<file path="config.mk">
export PLATFORM = sky130hd
export DESIGN_NAME = dot_flip_scheduler_top
export DESIGN_NICKNAME = d
export VERILOG_FILES = /design/src/rtl/dfs_pkg.sv /design/src/rtl/dfs_frame_mem.sv /design/src/rtl/dot_flip_scheduler_top.sv
export SDC_FILE = /design/constraint.sdc
export NUM_CORES = 2
export LEC_CHECK = 0
export ABC_CLOCK_PERIOD_IN_PS = 24400
export BUFFER_PORTS_ARGS = -buffer_cell sky130_fd_sc_hd__buf_2
export CELL_PAD_IN_SITES_DETAIL_PLACEMENT = 2
export CELL_PAD_IN_SITES_GLOBAL_PLACEMENT = 2
export CORE_ASPECT_RATIO = 0.5
export CORE_UTILIZATION = 30
export CTS_CLUSTER_DIAMETER = 40
export DETAILED_ROUTE_END_ITERATION = 16
export GPL_ROUTABILITY_DRIVEN = 0
export PLACE_DENSITY = 0.65
export SLEW_MARGIN = 40
export SYNTH_ARGS = -nofsm -noshare
export SYNTH_HDL_FRONTEND = slang
export SYNTH_SLANG_ARGS = --single-unit
</file>
<file path="constraint.sdc">
create_clock -name i_clk -period 24.4 [get_ports i_clk]
set_input_delay 6.1 -clock i_clk [delete_from_list [all_inputs] [get_ports i_clk]]
set_output_delay 6.1 -clock i_clk [all_outputs]
set_load 0.02 [all_outputs]
</file>
<file path="src/rtl/dfs_pkg.sv">
`default_nettype none

package dfs_pkg;

    localparam int ROWS  = 28;
    localparam int COLS  = 28;
    localparam int DOTS  = ROWS * COLS;
    localparam int IDX_W = (DOTS > 1) ? $clog2(DOTS) : 1;
    localparam int CNT_W = $clog2(DOTS + 1);
    localparam int POS_W = 5;

    // reciprocal split of a sweep position into its two coordinates
    localparam int RCP_SH  = 16;
    localparam int RCP_W   = RCP_SH + 1;
    localparam int ROW_RCP = (2 ** RCP_SH + ROWS - 1) / ROWS;
    localparam int COL_RCP = (2 ** RCP_SH + COLS - 1) / COLS;
    localparam int PROD_W  = CNT_W + RCP_W;

    localparam logic [1:0] FUNC_LOAD = 2'd0;
    localparam logic [1:0] FUNC_NEXT = 2'd1;
    localparam logic [1:0] FUNC_SET  = 2'd2;

    typedef struct packed {
        logic             we;
        logic [IDX_W-1:0] addr;
        logic             data;
    } t_wr_req;

    function automatic logic [IDX_W-1:0] dot_index(input logic [POS_W-1:0] r,
                                                   input logic [POS_W-1:0] c);
        dot_index = IDX_W'(r) * IDX_W'(COLS) + IDX_W'(c);
    endfunction

    // divide by 7 for a 5-bit index below 28
    function automatic logic [1:0] grp7(input logic [POS_W-1:0] v);
        if (v >= POS_W'(21)) begin
            grp7 = 2'd3;
        end else if (v >= POS_W'(14)) begin
            grp7 = 2'd2;
        end else if (v >= POS_W'(7)) begin
            grp7 = 2'd1;
        end else begin
            grp7 = 2'd0;
        end
    endfunction

    // (v mod 7) + 1 + 8 * val, the mod-plus-one never exceeds 7 for an index below 28
    function automatic logic [3:0] code7(input logic [POS_W-1:0] v, input logic val);
        logic [POS_W-1:0] rem;
        rem   = v - POS_W'(7) * POS_W'(grp7(v));
        code7 = {val, 3'(rem + POS_W'(1))};
    endfunction

endpackage

`default_nettype wire

</file>
<file path="src/rtl/dfs_frame_mem.sv">
`default_nettype none

module dfs_frame_mem (
    input  wire                        i_clk,
    input  wire dfs_pkg::t_wr_req      i_tgt_wr,
    input  wire dfs_pkg::t_wr_req      i_shw_wr,
    input  wire                        i_rd_en,
    input  wire [dfs_pkg::IDX_W-1:0]   i_rd_addr,
    output logic                       o_tgt_q,
    output logic                       o_shw_q
);

    logic r_tgt_mem [dfs_pkg::DOTS];
    logic r_shw_mem [dfs_pkg::DOTS];
    logic r_tgt_q;
    logic r_shw_q;

    // target frame
    always_ff @(posedge i_clk) begin
        if (i_tgt_wr.we) begin
            r_tgt_mem[i_tgt_wr.addr] <= i_tgt_wr.data;
        end
        if (i_rd_en) begin
            r_tgt_q <= r_tgt_mem[i_rd_addr];
        end
    end

    // shown frame
    always_ff @(posedge i_clk) begin
        if (i_shw_wr.we) begin
            r_shw_mem[i_shw_wr.addr] <= i_shw_wr.data;
        end
        if (i_rd_en) begin
            r_shw_q <= r_shw_mem[i_rd_addr];
        end
    end

    assign o_tgt_q = r_tgt_q;
    assign o_shw_q = r_shw_q;

endmodule

`default_nettype wire

</file>
<file path="src/rtl/dot_flip_scheduler_top.sv">
// channel   | direction | handshake            | payload
// ----------+-----------+----------------------+----------------------------------------
// command   | in        | i_start & !o_busy    | i_func, i_row, i_col, i_pixel_value
// result    | out       | o_res_strobe (1 cyc) | o_flip_valid, o_row_group, o_row_code,
//           |           |                      | o_col_group, o_col_code, o_dot_value,
//           |           |                      | o_done_res
// config    | in        | i_cfg_we             | i_cfg_wdata (sweep order)
//
// after reset both frame memories are cleared one dot per cycle while the block is busy
// loads and direct sets can come back to back; a direct set reports the next cycle
// a next request splits the cursor by a reciprocal multiply and scans one dot per cycle
// through the single read port: the quotient is registered, the conversion state sets row
// and column, and each scan step compares the dot read before; an empty sweep ends in done
// the receiver cannot stall; each result strobe lasts exactly one cycle
`default_nettype none

module dot_flip_scheduler_top (
    input  wire         i_clk,
    input  wire         i_rst_n,
    input  wire         i_start,
    output logic        o_busy,
    input  wire [1:0]   i_func,
    input  wire [4:0]   i_row,
    input  wire [4:0]   i_col,
    input  wire         i_pixel_value,
    input  wire         i_cfg_we,
    input  wire         i_cfg_wdata,
    output logic        o_res_strobe,
    output logic        o_flip_valid,
    output logic [1:0]  o_row_group,
    output logic [3:0]  o_row_code,
    output logic [1:0]  o_col_group,
    output logic [3:0]  o_col_code,
    output logic        o_dot_value,
    output logic        o_done_res
);

    typedef enum logic [3:0] {
        ST_CLEAR = 4'b0001,
        ST_IDLE  = 4'b0010,
        ST_CONV  = 4'b0100,
        ST_SCAN  = 4'b1000
    } t_state;

    localparam int IDX_W  = dfs_pkg::IDX_W;
    localparam int CNT_W  = dfs_pkg::CNT_W;
    localparam int POS_W  = dfs_pkg::POS_W;
    localparam int RCP_W  = dfs_pkg::RCP_W;
    localparam int PROD_W = dfs_pkg::PROD_W;

    // control state
    t_state             r_state,     n_state;
    logic               r_sweep_order;
    logic [CNT_W-1:0]   r_cursor,    n_cursor;
    logic [IDX_W-1:0]   r_clr_cnt,   n_clr_cnt;
    logic               r_chk_vld,   n_chk_vld;
    logic               r_res_strobe, n_res_strobe;

    // working registers of the cursor split and the scan
    logic [POS_W-1:0]   r_quo,       n_quo;
    logic [CNT_W-1:0]   r_pos,       n_pos;
    logic [POS_W-1:0]   r_row,       n_row;
    logic [POS_W-1:0]   r_col,       n_col;
    logic [CNT_W-1:0]   r_chk_pos,   n_chk_pos;
    logic [POS_W-1:0]   r_chk_row,   n_chk_row;
    logic [POS_W-1:0]   r_chk_col,   n_chk_col;

    // result payload
    logic               r_flip_valid, n_flip_valid;
    logic [1:0]         r_row_group,  n_row_group;
    logic [3:0]         r_row_code,   n_row_code;
    logic [1:0]         r_col_group,  n_col_group;
    logic [3:0]         r_col_code,   n_col_code;
    logic               r_dot_value,  n_dot_value;
    logic               r_done_res,   n_done_res;

    dfs_pkg::t_wr_req   w_tgt_wr;
    dfs_pkg::t_wr_req   w_shw_wr;
    logic               w_rd_en;
    logic [IDX_W-1:0]   w_rd_addr;
    logic               w_tgt_q;
    logic               w_shw_q;

    logic               w_acc;
    logic               w_in_rng;
    logic [CNT_W-1:0]   w_div;
    logic [RCP_W-1:0]   w_recip;
    logic [PROD_W-1:0]  w_prod;
    logic [CNT_W-1:0]   w_rem;
    logic               w_more;
    logic               w_hit;

    dfs_frame_mem u_mem (
        .i_clk     (i_clk),
        .i_tgt_wr  (w_tgt_wr),
        .i_shw_wr  (w_shw_wr),
        .i_rd_en   (w_rd_en),
        .i_rd_addr (w_rd_addr),
        .o_tgt_q   (w_tgt_q),
        .o_shw_q   (w_shw_q)
    );

    assign w_acc    = i_start && (r_state == ST_IDLE);
    assign w_in_rng = (i_row < POS_W'(dfs_pkg::ROWS)) && (i_col < POS_W'(dfs_pkg::COLS));
    // column-major walks down a column, so the cursor splits by the row count
    assign w_div    = r_sweep_order ? CNT_W'(dfs_pkg::ROWS) : CNT_W'(dfs_pkg::COLS);
    assign w_recip  = r_sweep_order ? RCP_W'(dfs_pkg::ROW_RCP) : RCP_W'(dfs_pkg::COL_RCP);
    // quotient by reciprocal multiply, exact over the whole cursor range
    assign w_prod   = PROD_W'(r_cursor) * PROD_W'(w_recip);
    assign w_rem    = r_cursor - CNT_W'(r_quo) * w_div;
    // positions still left to issue in this sweep
    assign w_more   = (r_pos < CNT_W'(dfs_pkg::DOTS));
    // the dot read last cycle differs between target and shown
    assign w_hit    = r_chk_vld && (w_tgt_q != w_shw_q);
    assign w_rd_en  = (r_state == ST_SCAN) && w_more;
    assign w_rd_addr = dfs_pkg::dot_index(r_row, r_col);

    always_comb begin
        n_state      = r_state;
        n_cursor     = r_cursor;
        n_clr_cnt    = r_clr_cnt;
        n_chk_vld    = r_chk_vld;
        n_res_strobe = 1'b0;
        n_quo        = r_quo;
        n_pos        = r_pos;
        n_row        = r_row;
        n_col        = r_col;
        n_chk_pos    = r_chk_pos;
        n_chk_row    = r_chk_row;
        n_chk_col    = r_chk_col;
        n_flip_valid = r_flip_valid;
        n_row_group  = r_row_group;
        n_row_code   = r_row_code;
        n_col_group  = r_col_group;
        n_col_code   = r_col_code;
        n_dot_value  = r_dot_value;
        n_done_res   = r_done_res;
        w_tgt_wr     = '0;
        w_shw_wr     = '0;

        case (r_state)
            ST_CLEAR: begin
                // both frames start blank
                w_tgt_wr = '{we: 1'b1, addr: r_clr_cnt, data: 1'b0};
                w_shw_wr = '{we: 1'b1, addr: r_clr_cnt, data: 1'b0};
                if (r_clr_cnt == IDX_W'(dfs_pkg::DOTS - 1)) begin
                    n_clr_cnt = '0;
                    n_state   = ST_IDLE;
                end else begin
                    n_clr_cnt = r_clr_cnt + IDX_W'(1);
                end
            end
            ST_IDLE: begin
                if (w_acc) begin
                    case (i_func)
                        dfs_pkg::FUNC_LOAD: begin
                            if (w_in_rng) begin
                                w_tgt_wr = '{we: 1'b1, addr: dfs_pkg::dot_index(i_row, i_col),
                                             data: i_pixel_value};
                            end
                        end
                        dfs_pkg::FUNC_SET: begin
                            // driven even when the dot already shows the value
                            if (w_in_rng) begin
                                w_shw_wr = '{we: 1'b1, addr: dfs_pkg::dot_index(i_row, i_col),
                                             data: i_pixel_value};
                                n_res_strobe = 1'b1;
                                n_flip_valid = 1'b1;
                                n_row_group  = dfs_pkg::grp7(i_row);
                                n_row_code   = dfs_pkg::code7(i_row, i_pixel_value);
                                n_col_group  = dfs_pkg::grp7(i_col);
                                n_col_code   = dfs_pkg::code7(i_col, i_pixel_value);
                                n_dot_value  = i_pixel_value;
                                n_done_res   = 1'b0;
                            end
                        end
                        dfs_pkg::FUNC_NEXT: begin
                            n_quo   = w_prod[dfs_pkg::RCP_SH +: POS_W];
                            n_state = ST_CONV;
                        end
                        default: begin
                        end
                    endcase
                end
            end
            ST_CONV: begin
                // cursor position to row and column in the current order
                if (r_sweep_order) begin
                    n_col = r_quo;
                    n_row = POS_W'(w_rem);
                end else begin
                    n_row = r_quo;
                    n_col = POS_W'(w_rem);
                end
                n_pos     = r_cursor;
                n_chk_vld = 1'b0;
                n_state   = ST_SCAN;
            end
            ST_SCAN: begin
                if (w_hit) begin
                    // flip the found dot, cursor goes just past it
                    w_shw_wr = '{we: 1'b1, addr: dfs_pkg::dot_index(r_chk_row, r_chk_col),
                                 data: w_tgt_q};
                    n_cursor     = r_chk_pos + CNT_W'(1);
                    n_chk_vld    = 1'b0;
                    n_res_strobe = 1'b1;
                    n_flip_valid = 1'b1;
                    n_row_group  = dfs_pkg::grp7(r_chk_row);
                    n_row_code   = dfs_pkg::code7(r_chk_row, w_tgt_q);
                    n_col_group  = dfs_pkg::grp7(r_chk_col);
                    n_col_code   = dfs_pkg::code7(r_chk_col, w_tgt_q);
                    n_dot_value  = w_tgt_q;
                    n_done_res   = 1'b0;
                    n_state      = ST_IDLE;
                end else if (!r_chk_vld && !w_more) begin
                    // sweep exhausted, rewind
                    n_cursor     = '0;
                    n_res_strobe = 1'b1;
                    n_flip_valid = 1'b0;
                    n_row_group  = '0;
                    n_row_code   = '0;
                    n_col_group  = '0;
                    n_col_code   = '0;
                    n_dot_value  = 1'b0;
                    n_done_res   = 1'b1;
                    n_state      = ST_IDLE;
                end else begin
                    n_chk_vld = w_more;
                    if (w_more) begin
                        n_chk_pos = r_pos;
                        n_chk_row = r_row;
                        n_chk_col = r_col;
                        n_pos     = r_pos + CNT_W'(1);
                        if (r_sweep_order) begin
                            if (r_row == POS_W'(dfs_pkg::ROWS - 1)) begin
                                n_row = '0;
                                n_col = r_col + POS_W'(1);
                            end else begin
                                n_row = r_row + POS_W'(1);
                            end
                        end else begin
                            if (r_col == POS_W'(dfs_pkg::COLS - 1)) begin
                                n_col = '0;
                                n_row = r_row + POS_W'(1);
                            end else begin
                                n_col = r_col + POS_W'(1);
                            end
                        end
                    end
                end
            end
            default: begin
                n_state   = ST_CLEAR;
                n_clr_cnt = '0;
            end
        endcase
    end

    // control registers
    always_ff @(posedge i_clk) begin
        if (!i_rst_n) begin
            r_state       <= ST_CLEAR;
            r_sweep_order <= 1'b0;
            r_cursor      <= '0;
            r_clr_cnt     <= '0;
            r_chk_vld     <= 1'b0;
            r_res_strobe  <= 1'b0;
        end else begin
            r_state      <= n_state;
            r_cursor     <= n_cursor;
            r_clr_cnt    <= n_clr_cnt;
            r_chk_vld    <= n_chk_vld;
            r_res_strobe <= n_res_strobe;
            if (i_cfg_we) begin
                r_sweep_order <= i_cfg_wdata;
            end
        end
    end

    // working and payload registers
    always_ff @(posedge i_clk) begin
        r_quo        <= n_quo;
        r_pos        <= n_pos;
        r_row        <= n_row;
        r_col        <= n_col;
        r_chk_pos    <= n_chk_pos;
        r_chk_row    <= n_chk_row;
        r_chk_col    <= n_chk_col;
        r_flip_valid <= n_flip_valid;
        r_row_group  <= n_row_group;
        r_row_code   <= n_row_code;
        r_col_group  <= n_col_group;
        r_col_code   <= n_col_code;
        r_dot_value  <= n_dot_value;
        r_done_res   <= n_done_res;
    end

    assign o_busy       = (r_state != ST_IDLE);
    assign o_res_strobe = r_res_strobe;
    assign o_flip_valid = r_flip_valid;
    assign o_row_group  = r_row_group;
    assign o_row_code   = r_row_code;
    assign o_col_group  = r_col_group;
    assign o_col_code   = r_col_code;
    assign o_dot_value  = r_dot_value;
    assign o_done_res   = r_done_res;

endmodule

`default_nettype wire

</file>
==> metrics <==
DRC Markers 0; sequential fraction of the synthesis area between 60% and 70%; top_reg_cell synth edfxtp_1; drt wl/cell about 28 µm; Yosys top cell area share about two thirds; initial antenna violation count 5; Worst Tran Pin Value ~0.88 ns; Synth Net Count 5591; clock share of power roughly half; Setup Skew approximately 0.055 ns; Seq pwr share between 40% and 50%; FF-to-FF End u_mem.o_tgt_q$_DFFE_PP_; Slew headroom between 40% and 50%; initial DRC count about 4500; Skew-Pair Late Insertion Delay roughly 0.87 ns; Tmin final between 10 and 15 ns; Critical Path Sink u_mem.r_tgt_mem[763]$_DFFE_PP_; hold depth 0; Setup-failing EPs final 0; slowest stage delay, CP 0.66 ns; Num CTS Buffers just over 200; Reg clk slew, reported paths about 0.050 ns; final wirelength 247300 µm; Register-to-Register Setup Slack 17.97 ns; Peak VDD IR 0.05281 mV; leading area contributor after synthesis edfxtp_1; syn avg cell area 13.94 µm²; Pleak 30.66 nW; row count ~130; Int Pwr between 4 and 5 mW; Worst setup EP type flop; area grow syn2layout 14.58%; die height 356.6 µm; crit start category input port; initial core utilization 30.35%; Yosys cell types 73; RSZ-0062 raised after global routing false; asr flop ratio synth 0%; # H-tree levels 4; Pwr per Cell Area ~73 nW/µm²; Seq. cell area between 40000 and 50000 µm²; fmax between 0.09 and 0.1 GHz; CTS max path bufs 4; crit path max fanout 32; Final period util 41.72%; post-CTS resize count 0; Slew Limit Fails 0; post-route design area ~86000 µm²; clock sink total 1655; number of I/O port buffers 34; outcome finished, final reports clean; Cells after Synth about 5400; CP max-delay cell nor3_4; Max Cap Viol 0; hold crit path type reg -> reg; vias per std cell between 5 and 6; Core Area between 200000 and 250000 µm²; Post-Place Cell Area 79480 µm²; leading cell types by count after synthesis 1648 x nor2_1, 1628 x edfxtp_1, 405 x mux4_2; die width slightly above 700 µm; total die area ~250000 µm²; All-Layer GR Usage between 10% and 20%; setup TNS 0 ns; total power around 6.3 mW; post-route antenna net violation count 0; synthesized cell area between 70000 and 80000 µm²; Comb pwr share 2.2%; first-pass GRT wire length 359100 µm; critical path cell sequence buf_2, fa_1, ha_1, fa_1, o21ai_0, nand2b_1, o21a_1, o21ai_0, nand2_1, nor3_4, nand2_2, nor2_1; flops & latches, synth 1655; number of global-route vias before repair around 50000; CTS tree built; Post-synth EDFFs around 1600; Final HPWL DP between 100000 and 150000 µm; clock root buffer clkbuf_16; worst path arrival time ~11 ns; most common cell in the netlist nor2_1; Sw Share between 20% and 30%; Ys Warns 0; via count between 40000 and 50000; Final #Nets around 5500; pin count of the biggest net entering global routing ~260; reg2reg path depth 14; layout cell share with drive strength beyond 1 between 10% and 20%; first drt pass iteration count 5; origin of the critical flop-to-flop path r_row[2]$_DFFE_PP_; Multi-input gate area 24070 µm²; sw power roughly 1.4 mW; Crit. Startpoint i_row[2]; top post-synthesis cells by area edfxtp_1 65%, mux4_2 12%, nor2_1 8.2%; Fill cells 25290; Required @ worst endpoint about 25 ns; Overflow after GRT 0; final count of hold timing violations 0; Hold-fix buffers, CTS 0; Setup Buffers After CTS 0; I/O pins 35; crit path kind in -> reg
registers in the layout, summed over array words and instances, names as in the netlist, 3 cells and up:
signal           cells
r_clr_cnt           10
r_state              4
u_mem.r_tgt_mem    784
r_quo                5
o_row_code           4
u_mem.r_shw_mem    784
r_chk_col            5
r_chk_row            5
r_chk_pos           10
o_col_code           3
r_row                5
r_pos               10
r_col                5
r_cursor            10
power groups by stage:
stage	Sequential, mW	Combinational (mW)	Clock (mW)
finish	3.08	0.142	3.12
floorplan	3.14	0.0674	0
global placement	3.14	0.135	0
global route	3.08	0.149	3.28
detailed placement	3.14	0.140	0
CTS	3.08	0.141	3.18
cells in the final DEF, fill, tap and decap left out, types with 16 or more instances in the layout:
| cell | n |
|---|---|
| nor2_1 | 1638 |
| nand3_1 | 84 |
| xor2_1 | 28 |
| clkbuf_16 | 203 |
| clkinv_2 | 30 |
| nor2b_1 | 19 |
| dfxtp_1 | 27 |
| buf_2 | 36 |
| inv_1 | 90 |
| edfxtp_1 | 1628 |
| fa_1 | 30 |
| ha_1 | 129 |
| bufinv_16 | 30 |
| xnor2_1 | 52 |
| and3_1 | 23 |
| buf_4 | 121 |
| a32oi_1 | 29 |
| clkbuf_1 | 22 |
| mux4_1 | 16 |
| nand4_1 | 36 |
| mux2i_1 | 42 |
| o21ai_0 | 52 |
| nand2_2 | 31 |
| nand2_1 | 345 |
| clkinvlp_4 | 20 |
| a22oi_1 | 16 |
| clkinv_1 | 23 |
| mux4_2 | 405 |
| a21oi_1 | 47 |
worst min path at each step:
stage | from | to | slack [ns]
6_report | r_pos[3]$_DFFE_PP_ | r_chk_pos[3]$_DFFE_PP_ | 0.50
5_1_grt | r_pos[1]$_DFFE_PP_ | r_chk_pos[1]$_DFFE_PP_ | 0.51
4_1_cts | r_pos[3]$_DFFE_PP_ | r_chk_pos[3]$_DFFE_PP_ | 0.50
3_5_place_dp | r_pos[3]$_DFFE_PP_ | r_chk_pos[3]$_DFFE_PP_ | 0.48
3_3_place_gp | r_pos[1]$_DFFE_PP_ | r_chk_pos[1]$_DFFE_PP_ | 0.48
2_1_floorplan | r_col[1]$_DFFE_PP_ | r_chk_col[1]$_DFFE_PP_ | 0.45
cell families after synthesis:
logic type	share of synthesized area [%]
adder cells (fa/ha/maj)	2.979
buffers and inverters	3.021
AO/OA/AOI/OAI	2.352
multiplexers	13.25
AND/OR/NAND/NOR	11.84
XOR/XNOR	1.027
flip-flops	65.53
layer usage:
metal	vias up	GRT usage, %	part of all wire, %
li1	19640	-	-
met1	25430	25.46	43
met2	1221	33.33	49
met3	384	2.683	5.1
met4	0	5.168	2.6
met5	-	0	0
metrics by stage:
stage	utilization, %	cells	setup WS (ns)	hold slack [ns]
after global routing	34.77	8860	14.03	0.5117
after floorplan	-	5412	5.222	0.4486
final	34.77	8861	14.22	0.4988
after detailed placement	31.97	8493	13.47	0.4827
after CTS	34.69	8852	14.34	0.4996
after global placement	31.82	8484	12.34	0.4790
layout make-up:
type,count,share of cell area (%)
diodes,1,0.002895
clock buffers,225,5.973
clock inverters,134,1.841
inverters,93,0.4039
multi-input cells,3227,27.85
flip-flops and latches,1655,57.19
well taps,3340,4.835
repair buffers,186,1.905
critical path, delay by kind of cell:
family	cells	cell delay, ns
and+or+nand+nor	5	2.08
buffers and inverters	1	0.24
AOI/OAI and AO/OA	3	0.96
adders and majority gates	3	1.29
(Power assumes the default switching activity.)
